$ cat config.mk
export PLATFORM = sky130hd
export DESIGN_NAME = irrigation_pump_sequencer_core_flat
export DESIGN_NICKNAME = d
export VERILOG_FILES = /design/src/rtl/ips_pkg.sv /design/src/rtl/ips_if.sv /design/src/rtl/ips_cfg.sv /design/src/rtl/ips_seq.sv /design/src/rtl/irrigation_pump_sequencer_core.sv /design/src/flat_wrapper.sv
export VERILOG_INCLUDE_DIRS = /design/src /design/src/rtl
export SDC_FILE = /design/constraint.sdc
export NUM_CORES = 1
export LEC_CHECK = 0
export BUFFER_PORTS_ARGS = -buffer_cell sky130_fd_sc_hd__buf_2
export CORE_ASPECT_RATIO = 1.1
export CORE_UTILIZATION = 28
export DETAILED_ROUTE_END_ITERATION = 8
export PLACE_DENSITY = 0.41
export SYNTH_ARGS = -nofsm -noshare
export SYNTH_HDL_FRONTEND = slang
export SYNTH_SLANG_ARGS = --single-unit
$ cat constraint.sdc
create_clock -name clk -period 17.4 [get_ports clk]
set_clock_uncertainty 0.15 [all_clocks]
set_input_delay 3.48 -clock clk [delete_from_list [all_inputs] [get_ports clk]]
set_output_delay 3.48 -clock clk [all_outputs]
set_load 0.02 [all_outputs]
$ cat src/rtl/irrigation_pump_sequencer_core_assert.svh
// Assertion macros used by the irrigation pump sequencer RTL.
`ifndef IRRIGATION_PUMP_SEQUENCER_CORE_ASSERT_SVH
`define IRRIGATION_PUMP_SEQUENCER_CORE_ASSERT_SVH

// Same-cycle implication, checked on every rising clock edge out of reset.
`define IPS_ASSERT_IMPLIES(label, ante, cons, msg) \
    label: assert property (@(posedge clk) disable iff (!rst_n) (ante) |-> (cons)) \
        else $error(msg);

// Next-cycle implication, checked on every rising clock edge out of reset.
`define IPS_ASSERT_NEXT(label, ante, cons, msg) \
    label: assert property (@(posedge clk) disable iff (!rst_n) (ante) |=> (cons)) \
        else $error(msg);

`endif

$ cat src/rtl/ips_pkg.sv
// Shared types, codes and helper functions of the irrigation pump sequencer.
package ips_pkg;

    // Field widths.
    localparam int REQ_W      = 2;
    localparam int ZONE_W     = 2;
    localparam int PHASE_W    = 4;
    localparam int DUTY_W     = 7;
    localparam int STAGE_W    = 4;
    localparam int ERR_W      = 2;
    localparam int TIMER_W    = 20;
    localparam int TICKS_W    = 16;
    localparam int BYTE_W     = 8;
    localparam int GAP_W      = 16;
    localparam int TABLE_W    = 64;
    localparam int CFG_DATA_W = 64;
    localparam int CFG_ADDR_W = 5;
    localparam int CFG_IDX_W  = 2;
    localparam int CFG_IDX_LSB = 3;

    // Ramp numerator holds duty times a tick count.
    localparam int NUM_W   = DUTY_W + TICKS_W;
    localparam int RECIP_W = NUM_W + 2;

    // Scale factors of the duration registers.
    localparam logic [9:0] MS_PER_SECOND = 10'd1000;
    localparam logic [3:0] MS_PER_GAP_UNIT = 4'd10;
    localparam logic [BYTE_W-1:0] DUTY_MAX = 8'd100;

    // Request codes.
    localparam logic [REQ_W-1:0] REQ_TICK  = 2'd0;
    localparam logic [REQ_W-1:0] REQ_START = 2'd1;
    localparam logic [REQ_W-1:0] REQ_ABORT = 2'd2;
    localparam logic [REQ_W-1:0] REQ_NONE  = 2'd3;

    // Error codes.
    localparam logic [ERR_W-1:0] ERR_NONE    = 2'd0;
    localparam logic [ERR_W-1:0] ERR_RELAY   = 2'd1;
    localparam logic [ERR_W-1:0] ERR_DUTY    = 2'd2;
    localparam logic [ERR_W-1:0] ERR_FAULT   = 2'd3;

    // Configuration register indexes.
    localparam logic [CFG_IDX_W-1:0] REG_STAGE_COUNT = 2'd0;
    localparam logic [CFG_IDX_W-1:0] REG_DUTY_TABLE  = 2'd1;
    localparam logic [CFG_IDX_W-1:0] REG_SECS_TABLE  = 2'd2;
    localparam logic [CFG_IDX_W-1:0] REG_GAP         = 2'd3;

    // Phase codes as seen on the result channel.
    localparam logic [PHASE_W-1:0] PHC_IDLE      = 4'd0;
    localparam logic [PHASE_W-1:0] PHC_VALVE     = 4'd1;
    localparam logic [PHASE_W-1:0] PHC_MAIN      = 4'd2;
    localparam logic [PHASE_W-1:0] PHC_STAGE     = 4'd3;
    localparam logic [PHASE_W-1:0] PHC_RAMP      = 4'd4;
    localparam logic [PHASE_W-1:0] PHC_MAIN_OFF  = 4'd5;
    localparam logic [PHASE_W-1:0] PHC_VALVE_OFF = 4'd6;
    localparam logic [PHASE_W-1:0] PHC_GAP       = 4'd7;
    localparam logic [PHASE_W-1:0] PHC_DONE      = 4'd8;
    localparam logic [PHASE_W-1:0] PHC_ERROR     = 4'd9;

    // Sequencer phases, one-hot.
    typedef enum logic [9:0] {
        PH_IDLE      = 10'b00_0000_0001,
        PH_VALVE     = 10'b00_0000_0010,
        PH_MAIN      = 10'b00_0000_0100,
        PH_STAGE     = 10'b00_0000_1000,
        PH_RAMP      = 10'b00_0001_0000,
        PH_MAIN_OFF  = 10'b00_0010_0000,
        PH_VALVE_OFF = 10'b00_0100_0000,
        PH_GAP       = 10'b00_1000_0000,
        PH_DONE      = 10'b01_0000_0000,
        PH_ERROR     = 10'b10_0000_0000
    } phase_t;

    // One accepted request.
    typedef struct packed {
        logic [REQ_W-1:0]  req_type;
        logic [ZONE_W-1:0] zone;
        logic              abort_fault;
        logic              relay_refused;
    } item_t;

    // Configuration register contents.
    typedef struct packed {
        logic [STAGE_W-1:0] stage_count;
        logic [TABLE_W-1:0] duty_table;
        logic [TABLE_W-1:0] secs_table;
        logic [GAP_W-1:0]   gap_tens_ms;
    } cfg_t;

    // One result.
    typedef struct packed {
        logic [PHASE_W-1:0] phase;
        logic               valve_on;
        logic [ZONE_W-1:0]  valve_zone;
        logic               main_on;
        logic [DUTY_W-1:0]  pump_duty;
        logic [STAGE_W-1:0] stage_index;
        logic               busy_res;
        logic [ERR_W-1:0]   error_code;
        logic [DUTY_W-1:0]  peak_duty;
    } res_t;

    // Map a one-hot phase onto its external code.
    function automatic logic [PHASE_W-1:0] phase_code(input phase_t ph);
        logic [PHASE_W-1:0] code;
        unique case (ph)
            PH_IDLE:      code = PHC_IDLE;
            PH_VALVE:     code = PHC_VALVE;
            PH_MAIN:      code = PHC_MAIN;
            PH_STAGE:     code = PHC_STAGE;
            PH_RAMP:      code = PHC_RAMP;
            PH_MAIN_OFF:  code = PHC_MAIN_OFF;
            PH_VALVE_OFF: code = PHC_VALVE_OFF;
            PH_GAP:       code = PHC_GAP;
            PH_DONE:      code = PHC_DONE;
            PH_ERROR:     code = PHC_ERROR;
            default:      code = PHC_IDLE;
        endcase
        return code;
    endfunction

endpackage

$ cat src/rtl/ips_if.sv
// Request and result channel interfaces of the irrigation pump sequencer.
interface ips_req_if;
    logic       valid;
    logic       ready;
    logic [1:0] req_type;
    logic [1:0] zone;
    logic       abort_fault;
    logic       relay_refused;

    modport source (output valid, output req_type, output zone, output abort_fault,
                    output relay_refused, input ready);
    modport sink (input valid, input req_type, input zone, input abort_fault,
                  input relay_refused, output ready);
endinterface

interface ips_res_if;
    logic       valid;
    logic       ready;
    logic [3:0] phase;
    logic       valve_on;
    logic [1:0] valve_zone;
    logic       main_on;
    logic [6:0] pump_duty;
    logic [3:0] stage_index;
    logic       busy_res;
    logic [1:0] error_code;
    logic [6:0] peak_duty;

    modport source (output valid, output phase, output valve_on, output valve_zone,
                    output main_on, output pump_duty, output stage_index,
                    output busy_res, output error_code, output peak_duty, input ready);
    modport sink (input valid, input phase, input valve_on, input valve_zone,
                  input main_on, input pump_duty, input stage_index,
                  input busy_res, input error_code, input peak_duty, output ready);
endinterface

$ cat src/rtl/ips_cfg.sv
// APB-style configuration register file of the irrigation pump sequencer.
module ips_cfg (
    input  logic                           clk,
    input  logic                           rst_n,
    input  logic                           psel,
    input  logic                           penable,
    input  logic                           pwrite,
    input  logic [ips_pkg::CFG_ADDR_W-1:0] paddr,
    input  logic [ips_pkg::CFG_DATA_W-1:0] pwdata,
    output logic [ips_pkg::CFG_DATA_W-1:0] prdata,
    output logic                           pready,
    output ips_pkg::cfg_t                  cfg
);
    import ips_pkg::*;

    cfg_t                 cfg_reg;
    cfg_t                 cfg_next;
    logic [CFG_IDX_W-1:0] reg_idx;
    logic                 wr_en;

    assign reg_idx = paddr[CFG_IDX_LSB +: CFG_IDX_W];
    assign wr_en   = psel && penable && pwrite;
    assign pready  = 1'b1;
    assign cfg     = cfg_reg;

    // Register write decode.
    always_comb
    begin
        cfg_next = cfg_reg;
        if (wr_en)
        begin
            unique case (reg_idx)
                REG_STAGE_COUNT: cfg_next.stage_count = pwdata[STAGE_W-1:0];
                REG_DUTY_TABLE:  cfg_next.duty_table  = pwdata[TABLE_W-1:0];
                REG_SECS_TABLE:  cfg_next.secs_table  = pwdata[TABLE_W-1:0];
                REG_GAP:         cfg_next.gap_tens_ms = pwdata[GAP_W-1:0];
                default:         cfg_next = cfg_reg;
            endcase
        end
    end

    always_ff @(posedge clk or negedge rst_n)
    begin
        if (!rst_n)
        begin
            cfg_reg <= '0;
        end
        else
        begin
            cfg_reg <= cfg_next;
        end
    end

    // Read-back mux.
    always_comb
    begin
        unique case (reg_idx)
            REG_STAGE_COUNT: prdata = {{(CFG_DATA_W-STAGE_W){1'b0}}, cfg_reg.stage_count};
            REG_DUTY_TABLE:  prdata = cfg_reg.duty_table;
            REG_SECS_TABLE:  prdata = cfg_reg.secs_table;
            REG_GAP:         prdata = {{(CFG_DATA_W-GAP_W){1'b0}}, cfg_reg.gap_tens_ms};
            default:         prdata = '0;
        endcase
    end

endmodule

$ cat src/rtl/ips_seq.sv
// Phase sequencer: state registers and the next-state update for one request.
module ips_seq #(
    parameter int MAX_STAGES         = 8,
    parameter int VALVE_SETTLE_TICKS = 200,
    parameter int MAIN_SETTLE_TICKS  = 100,
    parameter int RAMP_TICKS         = 500,
    parameter int MAIN_RELAX_TICKS   = 500,
    parameter int VALVE_CLOSE_TICKS  = 50
) (
    input  logic           clk,
    input  logic           rst_n,
    input  logic           step,
    input  ips_pkg::item_t item,
    input  ips_pkg::cfg_t  cfg,
    output ips_pkg::res_t  res
);
    import ips_pkg::*;

    // Reciprocal of the ramp length, exact for every numerator below 2**NUM_W.
    localparam int RampLog   = $clog2(RAMP_TICKS);
    localparam int RampShift = NUM_W + RampLog;
    localparam int ProdW     = NUM_W + RECIP_W;
    localparam logic [63:0] RampRecip =
        ((64'd1 << RampShift) + 64'(RAMP_TICKS) - 64'd1) / 64'(RAMP_TICKS);
    localparam logic [RECIP_W-1:0] RecipC = RampRecip[RECIP_W-1:0];
    localparam logic [TICKS_W-1:0] RampM1 = TICKS_W'(RAMP_TICKS - 1);

    localparam logic [STAGE_W-1:0] MaxStages   = STAGE_W'(MAX_STAGES);
    localparam logic [TIMER_W-1:0] ValveSettle = TIMER_W'(VALVE_SETTLE_TICKS);
    localparam logic [TIMER_W-1:0] MainSettle  = TIMER_W'(MAIN_SETTLE_TICKS);
    localparam logic [TIMER_W:0]   RampLen     = (TIMER_W+1)'(RAMP_TICKS);
    localparam logic [TIMER_W-1:0] MainRelax   = TIMER_W'(MAIN_RELAX_TICKS);
    localparam logic [TIMER_W-1:0] ValveClose  = TIMER_W'(VALVE_CLOSE_TICKS);
    localparam logic [TIMER_W-1:0] TimerMax    = '1;

    // State registers; they also form the result register.
    phase_t             phase_reg, phase_next;
    logic [ZONE_W-1:0]  zone_reg, zone_next;
    logic [STAGE_W-1:0] stage_reg, stage_next;
    logic [TIMER_W-1:0] timer_reg, timer_next;
    logic [DUTY_W-1:0]  duty_reg, duty_next;
    logic [DUTY_W-1:0]  ramp_start_reg, ramp_start_next;
    logic [DUTY_W-1:0]  peak_reg, peak_next;
    logic               valve_reg, valve_next;
    logic               main_reg, main_next;
    logic [ERR_W-1:0]   error_reg, error_next;
    logic [NUM_W-1:0]   num_reg, num_next;

    logic [DUTY_W-1:0]  duty_base;
    logic               ramp_upd;
    logic               entered;
    logic               t0;
    logic [STAGE_W-1:0] limit;
    logic [BYTE_W-1:0]  stage_duty;
    logic [BYTE_W-1:0]  stage_secs;
    logic [TIMER_W-1:0] stage_len;
    logic [TIMER_W-1:0] gap_len;
    logic [DUTY_W-1:0]  ramp_s;
    logic [ProdW-1:0]   ramp_prod;
    logic [DUTY_W-1:0]  ramp_q;

    // Per-stage lookups and scaled durations.
    assign t0         = (timer_reg == '0);
    assign limit      = (cfg.stage_count > MaxStages) ? MaxStages : cfg.stage_count;
    assign stage_duty = cfg.duty_table[stage_reg[2:0]*BYTE_W +: BYTE_W];
    assign stage_secs = cfg.secs_table[stage_reg[2:0]*BYTE_W +: BYTE_W];
    assign stage_len  = TIMER_W'(stage_secs * MS_PER_SECOND);
    assign gap_len    = TIMER_W'(cfg.gap_tens_ms * MS_PER_GAP_UNIT);

    // Ramp duty: the numerator register tracks start duty times remaining ticks.
    assign ramp_s    = t0 ? duty_reg : ramp_start_reg;
    assign ramp_prod = ProdW'(num_reg) * ProdW'(RecipC);
    assign ramp_q    = ramp_prod[RampShift +: DUTY_W];

    // Next-state logic for one request.
    always_comb
    begin
        phase_next      = phase_reg;
        zone_next       = zone_reg;
        stage_next      = stage_reg;
        timer_next      = timer_reg;
        duty_base       = duty_reg;
        ramp_start_next = ramp_start_reg;
        peak_next       = peak_reg;
        valve_next      = valve_reg;
        main_next       = main_reg;
        error_next      = error_reg;
        ramp_upd        = 1'b0;
        entered         = 1'b0;

        unique case (item.req_type)
            REQ_TICK:
            begin
                unique case (phase_reg)
                    PH_VALVE:
                    begin
                        if (t0 && item.relay_refused)
                        begin
                            duty_base  = '0;
                            main_next  = 1'b0;
                            error_next = ERR_RELAY;
                            phase_next = PH_ERROR;
                            entered    = 1'b1;
                        end
                        else
                        begin
                            if (t0)
                            begin
                                valve_next = 1'b1;
                            end
                            if (timer_reg >= ValveSettle)
                            begin
                                phase_next = PH_MAIN;
                                entered    = 1'b1;
                            end
                        end
                    end
                    PH_MAIN:
                    begin
                        if (t0 && item.relay_refused)
                        begin
                            duty_base  = '0;
                            main_next  = 1'b0;
                            error_next = ERR_RELAY;
                            phase_next = PH_ERROR;
                            entered    = 1'b1;
                        end
                        else
                        begin
                            if (t0)
                            begin
                                main_next = 1'b1;
                            end
                            if (timer_reg >= MainSettle)
                            begin
                                stage_next = '0;
                                phase_next = PH_STAGE;
                                entered    = 1'b1;
                            end
                        end
                    end
                    PH_STAGE:
                    begin
                        if (stage_reg >= limit)
                        begin
                            phase_next = PH_RAMP;
                            entered    = 1'b1;
                        end
                        else if (t0 && (stage_duty > DUTY_MAX))
                        begin
                            duty_base  = '0;
                            main_next  = 1'b0;
                            error_next = ERR_DUTY;
                            phase_next = PH_ERROR;
                            entered    = 1'b1;
                        end
                        else
                        begin
                            if (t0)
                            begin
                                duty_base = stage_duty[DUTY_W-1:0];
                                if (stage_duty[DUTY_W-1:0] > peak_reg)
                                begin
                                    peak_next = stage_duty[DUTY_W-1:0];
                                end
                            end
                            if (timer_reg >= stage_len)
                            begin
                                stage_next = stage_reg + 1'b1;
                                phase_next = PH_STAGE;
                                entered    = 1'b1;
                            end
                        end
                    end
                    PH_RAMP:
                    begin
                        if (t0)
                        begin
                            ramp_start_next = duty_reg;
                        end
                        if (({1'b0, timer_reg} + 1'b1) >= RampLen)
                        begin
                            duty_base  = '0;
                            phase_next = PH_MAIN_OFF;
                            entered    = 1'b1;
                        end
                        else
                        begin
                            ramp_upd = 1'b1;
                        end
                    end
                    PH_MAIN_OFF:
                    begin
                        if (t0)
                        begin
                            main_next = 1'b0;
                        end
                        if (timer_reg >= MainRelax)
                        begin
                            phase_next = PH_VALVE_OFF;
                            entered    = 1'b1;
                        end
                    end
                    PH_VALVE_OFF:
                    begin
                        if (t0)
                        begin
                            valve_next = 1'b0;
                        end
                        if (timer_reg >= ValveClose)
                        begin
                            phase_next = PH_GAP;
                            entered    = 1'b1;
                        end
                    end
                    PH_GAP:
                    begin
                        if (timer_reg >= gap_len)
                        begin
                            phase_next = PH_DONE;
                            entered    = 1'b1;
                        end
                    end
                    PH_IDLE, PH_DONE, PH_ERROR:
                    begin
                        phase_next = phase_reg;
                    end
                    default:
                    begin
                        phase_next = phase_reg;
                    end
                endcase

                // Phase timer restarts on entry, else counts up and saturates.
                if (entered)
                begin
                    timer_next = '0;
                end
                else if (timer_reg != TimerMax)
                begin
                    timer_next = timer_reg + 1'b1;
                end
            end
            REQ_START:
            begin
                zone_next  = item.zone;
                stage_next = '0;
                peak_next  = '0;
                error_next = ERR_NONE;
                phase_next = PH_VALVE;
                timer_next = '0;
            end
            REQ_ABORT:
            begin
                duty_base  = '0;
                main_next  = 1'b0;
                error_next = item.abort_fault ? ERR_FAULT : ERR_NONE;
                phase_next = item.abort_fault ? PH_ERROR : PH_DONE;
                timer_next = '0;
            end
            REQ_NONE:
            begin
                phase_next = phase_reg;
            end
            default:
            begin
                phase_next = phase_reg;
            end
        endcase
    end

    // Duty selection and the ramp numerator for the following tick.
    always_comb
    begin
        duty_next = ramp_upd ? ramp_q : duty_base;
        if (phase_reg == PH_RAMP)
        begin
            if (item.req_type == REQ_TICK)
            begin
                num_next = num_reg - NUM_W'(ramp_s);
            end
            else
            begin
                num_next = num_reg;
            end
        end
        else
        begin
            num_next = NUM_W'(duty_base * RampM1);
        end
    end

    always_ff @(posedge clk or negedge rst_n)
    begin
        if (!rst_n)
        begin
            phase_reg      <= PH_IDLE;
            zone_reg       <= '0;
            stage_reg      <= '0;
            timer_reg      <= '0;
            duty_reg       <= '0;
            ramp_start_reg <= '0;
            peak_reg       <= '0;
            valve_reg      <= 1'b0;
            main_reg       <= 1'b0;
            error_reg      <= ERR_NONE;
            num_reg        <= '0;
        end
        else if (step)
        begin
            phase_reg      <= phase_next;
            zone_reg       <= zone_next;
            stage_reg      <= stage_next;
            timer_reg      <= timer_next;
            duty_reg       <= duty_next;
            ramp_start_reg <= ramp_start_next;
            peak_reg       <= peak_next;
            valve_reg      <= valve_next;
            main_reg       <= main_next;
            error_reg      <= error_next;
            num_reg        <= num_next;
        end
    end

    // Result fields straight from the state registers.
    always_comb
    begin
        res.phase       = phase_code(phase_reg);
        res.valve_on    = valve_reg;
        res.valve_zone  = zone_reg;
        res.main_on     = main_reg;
        res.pump_duty   = duty_reg;
        res.stage_index = stage_reg;
        res.busy_res    = !((phase_reg == PH_IDLE) || (phase_reg == PH_DONE)
                            || (phase_reg == PH_ERROR));
        res.error_code  = error_reg;
        res.peak_duty   = peak_reg;
    end

endmodule

$ cat src/rtl/irrigation_pump_sequencer_core.sv
// Top level of the irrigation pump sequencer: channel staging, registers, sequencer.
//
//   Channel   Role     Handshake       Payload
//   req       sink     valid/ready     req_type, zone, abort_fault, relay_refused
//   res       source   valid/ready     phase, relays, duty, stage, busy, error, peak
//   APB       slave    psel/penable    4 registers, 64-bit data, byte address 8*i
//
// A request transaction lands in the input register and is processed from there into
// the sequencer state registers, which form the result register; one request per cycle
// is sustained while no result stalls. The rate is set by the state update, whose
// longest path is the ramp reciprocal multiply. rst_n clears all control and state at
// once; no clearing pass. A stalled result holds its register and the input register,
// and req.ready drops only while both are full.
`include "irrigation_pump_sequencer_core_assert.svh"

module irrigation_pump_sequencer_core #(
    parameter int MAX_STAGES         = 8,
    parameter int VALVE_SETTLE_TICKS = 200,
    parameter int MAIN_SETTLE_TICKS  = 100,
    parameter int RAMP_TICKS         = 500,
    parameter int MAIN_RELAX_TICKS   = 500,
    parameter int VALVE_CLOSE_TICKS  = 50
) (
    input  logic                           clk,
    input  logic                           rst_n,
    ips_req_if.sink                        req,
    ips_res_if.source                      res,
    input  logic                           psel,
    input  logic                           penable,
    input  logic                           pwrite,
    input  logic [ips_pkg::CFG_ADDR_W-1:0] paddr,
    input  logic [ips_pkg::CFG_DATA_W-1:0] pwdata,
    output logic [ips_pkg::CFG_DATA_W-1:0] prdata,
    output logic                           pready
);
    import ips_pkg::*;

    cfg_t  cfg;
    res_t  seq_res;
    item_t in_item_reg, in_item_next;
    logic  in_valid_reg, in_valid_next;
    logic  out_valid_reg, out_valid_next;
    logic  advance;
    logic  step;

    // Configuration registers.
    ips_cfg u_cfg (
        .clk     (clk),
        .rst_n   (rst_n),
        .psel    (psel),
        .penable (penable),
        .pwrite  (pwrite),
        .paddr   (paddr),
        .pwdata  (pwdata),
        .prdata  (prdata),
        .pready  (pready),
        .cfg     (cfg)
    );

    // Pipeline control: the work stage moves when the result register is free.
    assign advance   = !out_valid_reg || res.ready;
    assign step      = in_valid_reg && advance;
    assign req.ready = !in_valid_reg || advance;

    always_comb
    begin
        in_valid_next = in_valid_reg;
        in_item_next  = in_item_reg;
        if (req.ready)
        begin
            in_valid_next          = req.valid;
            in_item_next.req_type      = req.req_type;
            in_item_next.zone          = req.zone;
            in_item_next.abort_fault   = req.abort_fault;
            in_item_next.relay_refused = req.relay_refused;
        end
        out_valid_next = advance ? in_valid_reg : out_valid_reg;
    end

    always_ff @(posedge clk or negedge rst_n)
    begin
        if (!rst_n)
        begin
            in_valid_reg  <= 1'b0;
            out_valid_reg <= 1'b0;
        end
        else
        begin
            in_valid_reg  <= in_valid_next;
            out_valid_reg <= out_valid_next;
        end
    end

    always_ff @(posedge clk)
    begin
        in_item_reg <= in_item_next;
    end

    // Sequencer; its state registers double as the result register.
    ips_seq #(
        .MAX_STAGES         (MAX_STAGES),
        .VALVE_SETTLE_TICKS (VALVE_SETTLE_TICKS),
        .MAIN_SETTLE_TICKS  (MAIN_SETTLE_TICKS),
        .RAMP_TICKS         (RAMP_TICKS),
        .MAIN_RELAX_TICKS   (MAIN_RELAX_TICKS),
        .VALVE_CLOSE_TICKS  (VALVE_CLOSE_TICKS)
    ) u_seq (
        .clk   (clk),
        .rst_n (rst_n),
        .step  (step),
        .item  (in_item_reg),
        .cfg   (cfg),
        .res   (seq_res)
    );

    // Result channel drive.
    assign res.valid       = out_valid_reg;
    assign res.phase       = seq_res.phase;
    assign res.valve_on    = seq_res.valve_on;
    assign res.valve_zone  = seq_res.valve_zone;
    assign res.main_on     = seq_res.main_on;
    assign res.pump_duty   = seq_res.pump_duty;
    assign res.stage_index = seq_res.stage_index;
    assign res.busy_res    = seq_res.busy_res;
    assign res.error_code  = seq_res.error_code;
    assign res.peak_duty   = seq_res.peak_duty;

    // Design checks.
    `IPS_ASSERT_NEXT(a_step_gives_result, step, out_valid_reg, "processed request left no result")
    `IPS_ASSERT_IMPLIES(a_duty_range, out_valid_reg, seq_res.pump_duty <= 7'd100, "duty above 100")
    `IPS_ASSERT_IMPLIES(a_main_needs_valve, seq_res.main_on, seq_res.valve_on, "pump on, valve shut")
    `IPS_ASSERT_IMPLIES(a_error_phase, seq_res.error_code != ERR_NONE, seq_res.phase == PHC_ERROR, "error code outside error phase")

endmodule
$ cat src/flat_wrapper.sv
// flat-port wrapper written by rule: the top's interface ports become plain ports
module irrigation_pump_sequencer_core_flat import ips_pkg::*;
#(
    parameter int MAX_STAGES         = 8,
    parameter int VALVE_SETTLE_TICKS = 200,
    parameter int MAIN_SETTLE_TICKS  = 100,
    parameter int RAMP_TICKS         = 500,
    parameter int MAIN_RELAX_TICKS   = 500,
    parameter int VALVE_CLOSE_TICKS  = 50
)
  (clk, rst_n, psel, penable, pwrite, paddr, pwdata, prdata, pready, req_valid, req_req_type, req_zone, req_abort_fault, req_relay_refused, req_ready, res_valid, res_phase, res_valve_on, res_valve_zone, res_main_on, res_pump_duty, res_stage_index, res_busy_res, res_error_code, res_peak_duty, res_ready);
  ips_req_if req_i ();
  ips_res_if res_i ();
  input  logic clk;
  input  logic rst_n;
  input  logic psel;
  input  logic penable;
  input  logic pwrite;
  input  logic [ips_pkg::CFG_ADDR_W-1:0] paddr;
  input  logic [ips_pkg::CFG_DATA_W-1:0] pwdata;
  output logic [ips_pkg::CFG_DATA_W-1:0] prdata;
  output logic pready;
  input wire logic [$bits(req_i.valid)-1:0] req_valid;
  input wire logic [$bits(req_i.req_type)-1:0] req_req_type;
  input wire logic [$bits(req_i.zone)-1:0] req_zone;
  input wire logic [$bits(req_i.abort_fault)-1:0] req_abort_fault;
  input wire logic [$bits(req_i.relay_refused)-1:0] req_relay_refused;
  output wire logic [$bits(req_i.ready)-1:0] req_ready;
  output wire logic [$bits(res_i.valid)-1:0] res_valid;
  output wire logic [$bits(res_i.phase)-1:0] res_phase;
  output wire logic [$bits(res_i.valve_on)-1:0] res_valve_on;
  output wire logic [$bits(res_i.valve_zone)-1:0] res_valve_zone;
  output wire logic [$bits(res_i.main_on)-1:0] res_main_on;
  output wire logic [$bits(res_i.pump_duty)-1:0] res_pump_duty;
  output wire logic [$bits(res_i.stage_index)-1:0] res_stage_index;
  output wire logic [$bits(res_i.busy_res)-1:0] res_busy_res;
  output wire logic [$bits(res_i.error_code)-1:0] res_error_code;
  output wire logic [$bits(res_i.peak_duty)-1:0] res_peak_duty;
  input wire logic [$bits(res_i.ready)-1:0] res_ready;
  assign req_i.valid = req_valid;
  assign req_i.req_type = req_req_type;
  assign req_i.zone = req_zone;
  assign req_i.abort_fault = req_abort_fault;
  assign req_i.relay_refused = req_relay_refused;
  assign req_ready = req_i.ready;
  assign res_valid = res_i.valid;
  assign res_phase = res_i.phase;
  assign res_valve_on = res_i.valve_on;
  assign res_valve_zone = res_i.valve_zone;
  assign res_main_on = res_i.main_on;
  assign res_pump_duty = res_i.pump_duty;
  assign res_stage_index = res_i.stage_index;
  assign res_busy_res = res_i.busy_res;
  assign res_error_code = res_i.error_code;
  assign res_peak_duty = res_i.peak_duty;
  assign res_i.ready = res_ready;
  irrigation_pump_sequencer_core #(.MAX_STAGES(MAX_STAGES), .VALVE_SETTLE_TICKS(VALVE_SETTLE_TICKS), .MAIN_SETTLE_TICKS(MAIN_SETTLE_TICKS), .RAMP_TICKS(RAMP_TICKS), .MAIN_RELAX_TICKS(MAIN_RELAX_TICKS), .VALVE_CLOSE_TICKS(VALVE_CLOSE_TICKS)) u_core (.clk(clk), .rst_n(rst_n), .req(req_i), .res(res_i), .psel(psel), .penable(penable), .pwrite(pwrite), .paddr(paddr), .pwdata(pwdata), .prdata(prdata), .pready(pready));
endmodule
Word-level counts from Yosys, hierarchy flattened
Index checks and enable logic that the tools add are counted.
W data, S select, Z words.
{"block": "op_classes", "addsub": 4, "n_mul": 4, "magnitude_cmp": 11, "eq_ne": 48, "shifts": 2, "mux": 76, "bitwise": 1, "reduce_logical": 36}
{"operator": "$pmux W64 S4", "n": 1}
{"operator": "$shiftx A64 B7 Y8", "n": 2}
{"operator": "$mux W10", "n": 12}
{"operator": "$mux W7", "n": 12}
{"operator": "$pmux W10 S7", "n": 1}
{"operator": "$mux W23", "n": 2}
{"operator": "$ne A3 B3 Y1 const B", "n": 14}
{"operator": "$mux W20", "n": 2}
{"operator": "$pmux W20 S2", "n": 1}
{"operator": "$mul A23 B24 Y39 const B", "n": 1}
{"operator": "$pmux W4 S9", "n": 1}
{"operator": "$pmux W10 S3", "n": 1}
{"operator": "$pmux W7 S2", "n": 2}
{"operator": "$mux W4", "n": 6}
{"operator": "$sub A23 B7 Y23", "n": 1}
{"operator": "$mux W1", "n": 22}
{"operator": "$add A20 B1 Y21 const B", "n": 1}
{"operator": "$ge A21 B9 Y1 const B", "n": 1}
{"operator": "$pmux W7 S3", "n": 1}
{"operator": "$add A20 B1 Y20 const B", "n": 1}
{"operator": "$ge A20 B18 Y1", "n": 1}
{"operator": "$ge A20 B20 Y1", "n": 1}
{"operator": "$ge A20 B6 Y1 const B", "n": 1}
{"operator": "$ge A20 B7 Y1 const B", "n": 1}
{"operator": "53 further kinds", "n": 93}
{"block": "word_totals", "regBits": 240, "inputBits": 82, "out_inout_bits": 96}

Longest topological paths before layout
{"block": "logic_depth", "ltp_word": 10, "mapped_depth": 35, "depth_no_buf": 29}

Hierarchy
Synthesis repeated with hierarchy kept, for this count alone.
{"block": "hier_totals", "cells_unflattened": 2434, "area_unflattened_um2": 25478.2}
{"module": "ips_seq", "instances": 1, "cells_each": 2008, "area_per_inst_um2": 18549.0, "seq_area_each_um2": 2103.3}
{"module": "ips_cfg", "instances": 1, "cells_each": 412, "area_per_inst_um2": 6662.6, "seq_area_each_um2": 3703.6}
{"module": "irrigation_pump_sequencer_core", "instances": 1, "cells_each": 14, "area_per_inst_um2": 266.5, "seq_area_each_um2": 230.2}

Worst setup path after synthesis
No wires, ideal clock.
{"block": "synth_path", "path_kind": "input -> output", "from": "in paddr[3] in the netlist's numbering", "to": "out prdata[10] in the netlist's numbering", "arrival_time_ns": 4.829, "required_ns": 13.770, "setup_slack_ns": 8.941, "path_stages": 4, "path_cell_list": "buf_1 > buf_1 > mux2_2 > a22o_1"}
{"block": "synth_between", "elab_chain_len": 2, "word_cells_on_any_way": 5}
{"element": "start, declared", "line": "flat_wrapper.sv:19", "text": "input logic [ips_pkg::CFG_ADDR_W-1:0] paddr;"}
{"element": "$eq A2 B2 Y1 (tied with other cells)", "line": "ips_cfg.sv:57", "text": "unique case (reg_idx)"}
{"element": "$pmux W64 S4 *", "line": "ips_cfg.sv:57"}
{"element": "end, declared", "line": "flat_wrapper.sv:21", "text": "output logic [ips_pkg::CFG_DATA_W-1:0] prdata;"}
Every way passes the cells marked *; elsewhere a longest branch is shown, timed or not.

Final worst setup path
{"block": "layout_path", "from": "in paddr[3] in the netlist's numbering", "to": "out prdata[48] in the netlist's numbering"}
The elaborated chain is that of the path after synthesis.

==> impl_metrics.py <==
metrics = {
    "clock_network": {
        "ctsRootBufferMaster": "clkbuf_16",
        "post_cts_buffers": 0,
        "post_cts_resized": 0,
        "holdBufCountCts": 0,
        "htree_num_levels": 1,
        "cts_made_buffers": 30,
        "ctsLongestPathBuffers": 3,
        "cts_tree": "yes",
        "clock-sinks": 240,
        "clk_pin_slew_ns": 0.06,
        "insertion_delay_ns": 0.60,
    },
    "die": {
        "die_area_um2": 91760,
        "fp-row-count": 115,
        "start_util_pct": 28.33,
        "die-width_um": 288.9,
        "core_area_um2": 89500,
        "num_io_pins": 178,
        "die_y_um": 317.6,
    },
    "synth": {
        "postSynthCellCount": 2433,
        "synth_edf_count": 6,
        "synthFlopType": "dfrtp_1",
        "synthesis.area_um2": 25350,
        "synth.area.top_cells": "dfrtp_1 23%, ha_1 19%, fa_1 15%, mux2_2 8.0%, inv_1 5.4%",
        "ys.warnings.count": 0,
        "synth_top_area_share_pct": 23.00,
        "ys_seq_area_share_pct": 23.81,
        "synth.distinct_cells": 86,
        "syn_avg_cell_area_um2": 10.42,
        "async_flop_share_pct": 97.50,
        "yosys_register_bits": 240,
        "syn_nets": 3091,
        "synth_largest_area_cell": "dfrtp_1",
    },
    "routing": {
        "ant_nets": 0,
        "drt-initial-drc-count": 855,
        "drt-total-wl_um": 81690,
        "vias": 18720,
        "drt-vias-per-instance": 4.958,
        "drcViolationCount": 0,
        "drtPass1Iterations": 7,
        "detail_route.wl_per_cell_um": 21.64,
    },
    "critical_path": {
        "cp_slowest_cell": "buf_4",
        "rrSetupSlack_ns": 8.61,
        "cp.required_ns": 13.77,
        "critical_path_peak_fanout": 58,
        "critPathLaunchType": "input port",
        "cp_data_arrival_time_ns": 5.42,
        "critPathCaptureType": "output port",
        "path_class": "in -> out",
        "max_stage_delay_ns": 0.60,
        "crit_chain": "buf_2, nor2b_4, buf_4, a22o_1, buf_2",
        "cpMostUsedCell": "buf_2",
    },
    "sta": {
        "fin_crit_sh_pct": 52.00,
        "post-route-min-period_ns": 9.048,
        "max_freq_ghz": 0.1105,
        "fin_tns_setup_ns": 0,
        "hold_viol_final": 0,
        "drv_slew": 0,
        "rsz0062_at_grt": "false",
        "worst_pin_slew_ns": 1.121,
        "maxSlewHeadroom_pct": 24.87,
        "setup-violations-final": 0,
    },
    "final_layout": {
        "largest_reg_flops": 148,
        "final_layout_size_suffix_gt1_share_pct": 19.40,
        "area_delta_synth_final_pct": 12.58,
        "layout.nets": 3235,
    },
    "global_route": {
        "grt_pass1_vias": 20360,
        "grt_start_max_net_pins": 95,
        "grt_pass1_wl_um": 125300,
        "grt.overflow.total": 0,
        "groute.usage.overall_pct": 17.95,
        "antenna_found_initial": 18,
    },
    "placed_design": {
        "routabilityCongestion": 0.8186,
        "dp_hpwl_um": 65540,
        "port_buffers": 173,
    },
    "flow_run": {
        "maxCapViolCount": 0,
    },
    "hold_path": {
        "hold_class": "reg -> reg",
    },
    "status": {
        "outcome": "finished, final reports clean",
    },
}
==> area by class of cell <==
cell class / count / area [um2]
antenna: 7 / 17.52
clock buffer: 39 / 865.8
clock inverter: 14 / 183.9
fill: 9224 / 60950
inverter: 367 / 1378
multi-input combinational: 1740 / 17530
sequential: 240 / 6040
tap: 1170 / 1464
timing repair buffer: 198 / 1064
==> cells in the final DEF, fill, tap and decap left out, types with 7 or more instances in the layout <==
cell | netlist | final
ha_1 | 384 | 384
inv_1 | 366 | 366
dfrtp_1 | 233 | 231
fa_1 | 192 | 192
mux2_2 | 180 | 180
buf_2 | 12 | 172
nand2_1 | 116 | 116
o21ai_0 | 97 | 97
nor2_1 | 80 | 80
a22o_1 | 68 | 68
a21oi_1 | 65 | 65
nand3_1 | 48 | 48
nor3_1 | 40 | 40
mux4_2 | 36 | 36
a21o_1 | 34 | 34
clkbuf_16 | 0 | 31
xnor2_1 | 30 | 30
nand4_1 | 28 | 28
buf_4 | 10 | 25
mux2i_1 | 24 | 24
xor2_1 | 21 | 21
nand2b_1 | 18 | 18
a31oi_1 | 17 | 17
nor2b_1 | 18 | 16
o21a_1 | 16 | 16
and2_1 | 15 | 15
a211oi_1 | 13 | 13
nor4_1 | 12 | 12
o31ai_1 | 12 | 12
and3_1 | 11 | 11
a211o_1 | 11 | 11
or2_2 | 11 | 11
a21boi_0 | 10 | 10
or3_1 | 10 | 10
o211ai_1 | 9 | 9
o22ai_1 | 8 | 8
diode_2 | 0 | 7
a22oi_1 | 7 | 7
==> final timing paths <==
path,endpoint,startpoint,cells past startpoint
worst min-delay path,u_core.u_seq.zone_reg[1],u_core.in_item_reg[3],1
worst max-delay path,prdata[48],paddr[3],5
worst max register to register,u_core.u_seq.timer_reg[19],u_core.u_seq.stage_reg[1],29
min in group asynchronous,u_core.u_cfg.cfg[12],rst_n,1
worst min register to register,u_core.u_seq.zone_reg[1],u_core.in_item_reg[3],1
max in group asynchronous,u_core.u_cfg.cfg[37],rst_n,3
==> logic make-up after synthesis <==
kind of cell | count (synthesis) | synth area share [%]
fa+ha+maj | 576 | 34.11
buf+inv | 453 | 7.141
simple gates | 451 | 9.317
compound gates | 421 | 11.71
mux | 240 | 12.14
flops | 240 | 23.81
xor+xnor | 51 | 1.762
other cells | 1 | 0.01479
==> synthesized netlist by cell type, types with 7 or more instances <==
master	n
a211o_1	11
a211oi_1	13
a21boi_0	10
a21o_1	34
a21oi_1	65
a22o_1	68
a22oi_1	7
a31oi_1	17
and2_1	15
and3_1	11
buf_1	7
buf_2	12
buf_4	10
clkbuf_1	47
dfrtp_1	233
fa_1	192
ha_1	384
inv_1	366
mux2_2	180
mux2i_1	24
mux4_2	36
nand2_1	116
nand2b_1	18
nand3_1	48
nand4_1	28
nor2_1	80
nor2b_1	18
nor3_1	40
nor4_1	12
o211ai_1	9
o21a_1	16
o21ai_0	97
o22ai_1	8
o31ai_1	12
or2_2	11
or3_1	10
xnor2_1	30
xor2_1	21
==> layer usage <==
| metal | global-route usage [%] | up-vias | share of wire (%) |
|---|---|---|---|
| met1 | 21.20 | 9398 | 41 |
| met4 | 5.988 | 24 | 3.5 |
| met3 | 3.458 | 121 | 4.7 |
| li1 | - | 8845 | - |
| met2 | 32.11 | 329 | 51 |
| met5 | 0 | - | 0.19 |
==> worst max-delay path, delay by kind of cell <==
family                 cells  cell delay, ns
and+or+nand+nor            1            0.28
AOI/OAI and AO/OA          1            0.30
buffers and inverters      3            1.27
==> through the flow <==
step	hold WS [ns]	setup slack, ns	utilization [%]	cells	cell area (um2)
after detailed placement	0.3258	8.288	30.70	3715	27480
after CTS	0.3410	8.287	31.87	3768	28530
after floorplan	0.2956	8.941	-	2433	25350
after global placement	0.3102	8.287	30.70	3715	27480
final	0.3333	8.352	31.89	3775	28540
after global routing	0.3468	8.025	31.88	3770	28530
Power is left out: the tool's default activity adds up to more than one toggle a clock period on the data nets, which glitch-free logic cannot reach.
